### src/bfsp_ram.sv
module bfsp_ram #(
   parameter int WIDTH = 32,
   parameter int DEPTH = 64
) (
   input  logic                     clock,
   input  logic                     wr_en,
   input  logic [$clog2(DEPTH)-1:0] wr_addr,
   input  logic [WIDTH-1:0]         wr_data,
   input  logic [$clog2(DEPTH)-1:0] rd_addr,
   output logic [WIDTH-1:0]         rd_data
);

   logic [WIDTH-1:0] mem [DEPTH];

   // Write port and registered read port
   always_ff @(posedge clock) begin
      if (wr_en) begin
         mem[wr_addr] <= wr_data;
      end
      rd_data <= mem[rd_addr];
   end

endmodule

### config.mk
export PLATFORM = sky130hd
export DESIGN_NAME = bfsp_ram
export DESIGN_NICKNAME = d
export VERILOG_FILES = /design/src/bfsp_ram.sv
export SDC_FILE = /design/constraint.sdc
export NUM_CORES = 2
export LEC_CHECK = 0
export CAP_MARGIN = 20
export CORE_ASPECT_RATIO = 1.5
export CORE_MARGIN = 2
export CORE_UTILIZATION = 40
export CTS_CLUSTER_DIAMETER = 150
export CTS_CLUSTER_SIZE = 12
export DETAILED_ROUTE_END_ITERATION = 8
export DONT_BUFFER_PORTS = 1
export PLACE_DENSITY = 0.57
export SYNTH_ARGS = -nofsm -noshare
export SYNTH_HDL_FRONTEND = slang
export SYNTH_SLANG_ARGS = --single-unit
### constraint.sdc
create_clock -name clock -period 3.1 [get_ports clock]
set_input_delay 0.155 -clock clock [delete_from_list [all_inputs] [get_ports clock]]
set_output_delay 0.155 -clock clock [all_outputs]
set_load 0.005 [all_outputs]
## After elaboration in Yosys (flattened, before gate mapping)

Memory sizes are Yosys's and may differ from the RTL's. A register that Yosys moved wholly into a read port is not among the register bits.
Index checks and enable logic that the tools add are counted.

| word-level totals | value |
|---|---|
| bits in registers | 0 |
| RAM bits | 2048 |
| input port bits | 46 |
| word-level logic and storage cells | 3 |
| memories kept | 1 |

Memories:

| name | words | width | rd ports | clocked after Yosys merged registers in | wr ports | line | text |
|---|---|---|---|---|---|---|---|
| mem | 64 | 32 | 1 | 1 | 1 | 13 | `logic [WIDTH-1:0] mem [DEPTH];` |

| cells by class | value |
|---|---|
| muxes and demuxes | 2 |

Operators with widths:

| kind | number |
|---|---|
| $mux W1 | 2 |

## Depth between registers and ports, before layout

| logic depth | value |
|---|---|
| depth in word-level cells | 2 |
| gate-level depth with buffers | 10 |

## Worst setup path before layout

Ideal clock, no wire load.

| path | value |
|---|---|
| path type | input to register |
| from | input wr_addr[3] |
| to | memory mem[48][0] (enable) |
| data arrival time | 2.854 ns |
| required time | 2.639 ns |
| path slack | -0.215 ns |
| stages on the path | 4 |
| buffers on the path | 1 |
| cell sequence | clkbuf_1 > nor2b_1 > nand4b_1 > nor3_1 |

RTL lines:

| what | line | text |
|---|---|---|
| from (decl) | 7 | `input logic [$clog2(DEPTH)-1:0] wr_addr,` |
| to (decl) | 13 |  |

No word-level cell before the write port.

==> flow_summary.toml <==
[detailed_routing]
totalWireLength_mm = 212
viasPerCell = 5.78
drt-pass1-iter-count = 5
drcViolationCount = 0
wire_per_inst_um = 33.8
vias = 36200
final_antenna_net_count = 0
drt_iter0_drc = 4033

[cells_and_area]
fin_cells = 6272
seq_area_mm2 = 0.0621
nFillCells = 16000
drive_gt1_share_pct = 27.2
area_growth_pct = 14.6
final_util_pct = 46.0
final_nets = 3614
multi_input_area_mm2 = 0.0160

[placement]
dp_hpwl_mm = 107
place_ws_ns = 0.243
placed_cells = 5880
gp_congestion = 0.812
port_buffers = 0

[worst_setup_path]
end_kind = "flop"
start_kind = "input pin"
cp.required_ns = 3.81
cpPeakStageDelay_ns = 0.57
critPathMaxFanout = 86
path_cells = "buf_16, buf_16, buf_16, mux4_2, o22ai_1, nor2_1, a21oi_1, dlygate4sd3_1, nor2_1, dlygate4sd3_1"
regToRegSetupSlack_ns = 0.13
crit_type = "in -> reg"
slowest_stage = "dlygate4sd3_1"
crit_top_cell = "buf_16"
arrival_ns = 3.69

[synthesis]
syn-num-nets = 3370
netlist.area_leader.share_pct = 78.3
synth_cell_types = 34
synth_edf_count = 2048
syn_area_mm2 = 0.0785
synth_commonest_cells = "2,048 x edfxtp_1, 544 x mux4_2, 137 x nor2_1, 93 x mux2i_1, 84 x o22ai_1"
synth.avg_cell_area_um2 = 23.6
synth.most_common_cell = "edfxtp_1"
synth_seq_cells = 2080
async_flop_share_pct = 0
yosys.area.top_type = "edfxtp_1"
yosysSeqAreaShare_pct = 79.1
yosys-top-cells-area = "edfxtp_1 78%, mux4_2 16%, mux2i_1 1.2%"
synth_top_flop_cell = "edfxtp_1"
syn_inst = 3324
ys_warn_count = 0

[clock_network]
cts-htree-levels = 4
numClockSinks = 2080
clock_latency_ns = 0.82
clkTransAtPathRegs_ns = 0.07
cts_tree = "done"
cts.path.max_buffers = 4
cts-root-buf = "clkbuf_16"
cts_inserted_buffers = 199
cts-resized-gates = 0
post-cts-setup-buffers = 0

[timing]
final_max_slew_viol_count = 0
finalSetupViolCount = 0
fin_crit_ns = 2.97
setup_ws_ns = 0.126
max_slew_margin_pct = 16.3
fmax_mhz = 336
tightest_slew_ns = 1.25
hold_viol = 0
rsz0062_at_grt = "no"
fin_skew_ns = 0.0364
fin_crit_sh_pct = 95.9
fin_tns_setup_ns = 0

[flow_run]
cap_viol_max_count = 0

[floorplanning]
num_rows = 199
dieArea_mm2 = 0.200
coreArea_mm2 = 0.195
ios = 78
die_x_um = 366
die_h_um = 547
start_util_pct = 40.2

[global_route]
grt_pass1_wl_mm = 292
track_usage_pct = 20.7
grt_pass1_vias = 37600
overflow = 0
grt_max_degree = 514
antenna_found_initial = 14

[worst_hold_path]
hp-class = "in -> reg"

[power]
power_density_mw_per_mm2 = 620
ir_drop_mv = 0.447
p_leak_uw = 0.0275

[status]
outcome = "finished clean"
-- per-layer routing --
layer / routed length (um) / up-vias / global-route usage [%]
met4: 8060 / 0 / 7.38
li1: - / 14700 / -
met1: 79300 / 19900 / 26.2
met5: 0 / - / 0
met2: 110000 / 1331 / 36.1
met3: 14100 / 310 / 3.34
-- what timing repair did --
action / in CTS / in global routing
hold buffers: 87 / 0
hold endpoints to repair: 2318 / 0
endpoints found under the setup margin: 0 / 32
-- registers in the layout, summed over array words and instances (netlist names) --
signal   flops
mem       2048
rd_data     32
-- power breakdown --
part	switching, uW	total, uW	internal (uW)	leakage, uW
logic	1690	2880	1190	0.00623
registers	134	31300	31100	0.0187
clock network	9830	21600	11800	0.00260
-- cell families (layout without fill, tap and decap cells) --
family          after synthesis  in the layout  synth area share [%]
compound gates              202            202                  1.67
simple gates                223            223                  1.27
buf+inv                     182            511                  1.13
mux                         637            637                  16.8
other cells                   0              6                     0
flops                      2080           2080                  79.1
-- worst max-delay path, delay by kind of cell --
kind	cells	cell delay, ns
AOI/OAI and AO/OA	2	0.58
buffers and inverters	5	2.03
muxes	1	0.56
and+or+nand+nor	2	0.23
-- stage by stage --
stage                     instance area, um^2  hold WS, ns  power (uW)
after floorplan                         78500        0.254       33300
after CTS                               89600      0.00398       56000
after global routing                    89900       0.0267       57200
after global placement                  82700        0.260       33700
after detailed placement                82700        0.259       33700
final                                   89900       0.0586       55800
-- layout by cell type, fill, tap and decap left out, types with 3 or more instances in the layout --
cell type      count
a22oi_1           12
a21oi_1           62
clkbuf_1          80
clkbuf_16        210
dfxtp_1           32
nand2b_1           6
o32ai_1            4
buf_4             95
mux2i_1           93
nor3_1             5
and3_1             4
a311oi_1           8
nor2_4            62
or3_1              3
a41o_1             4
o221ai_1          27
nand2_1           26
buf_12            30
buf_16            39
mux4_2           544
diode_2            6
nand3_1            5
dlygate4sd3_1     52
edfxtp_1        2048
or3b_2             3
nand3b_1           5
nor2b_1           15
nor2_1            75
o22ai_1           84
-- path summary, 6_finish.rpt --
| path | start | to | cells after the start |
|---|---|---|---|
| hold reg to reg | mem[29][20] | rd_data[20] | 4 |
| setup / recovery | rd_addr[0] | rd_data[14] | 10 |
| hold / removal | wr_addr[3] | mem[38][4] | 2 |
| setup reg to reg | mem[44][6] | rd_data[6] | 7 |
-- layout make-up --
type	count	share of cell area, %
multi-input cells	1062	17.8
diodes	6	0.0167
clock buffers	281	5.93
clock inverters	5	0.0779
flip-flops and latches	2080	69.1
well taps	2613	3.64
repair buffers	225	3.48
Power figures use the tool's default switching activity.
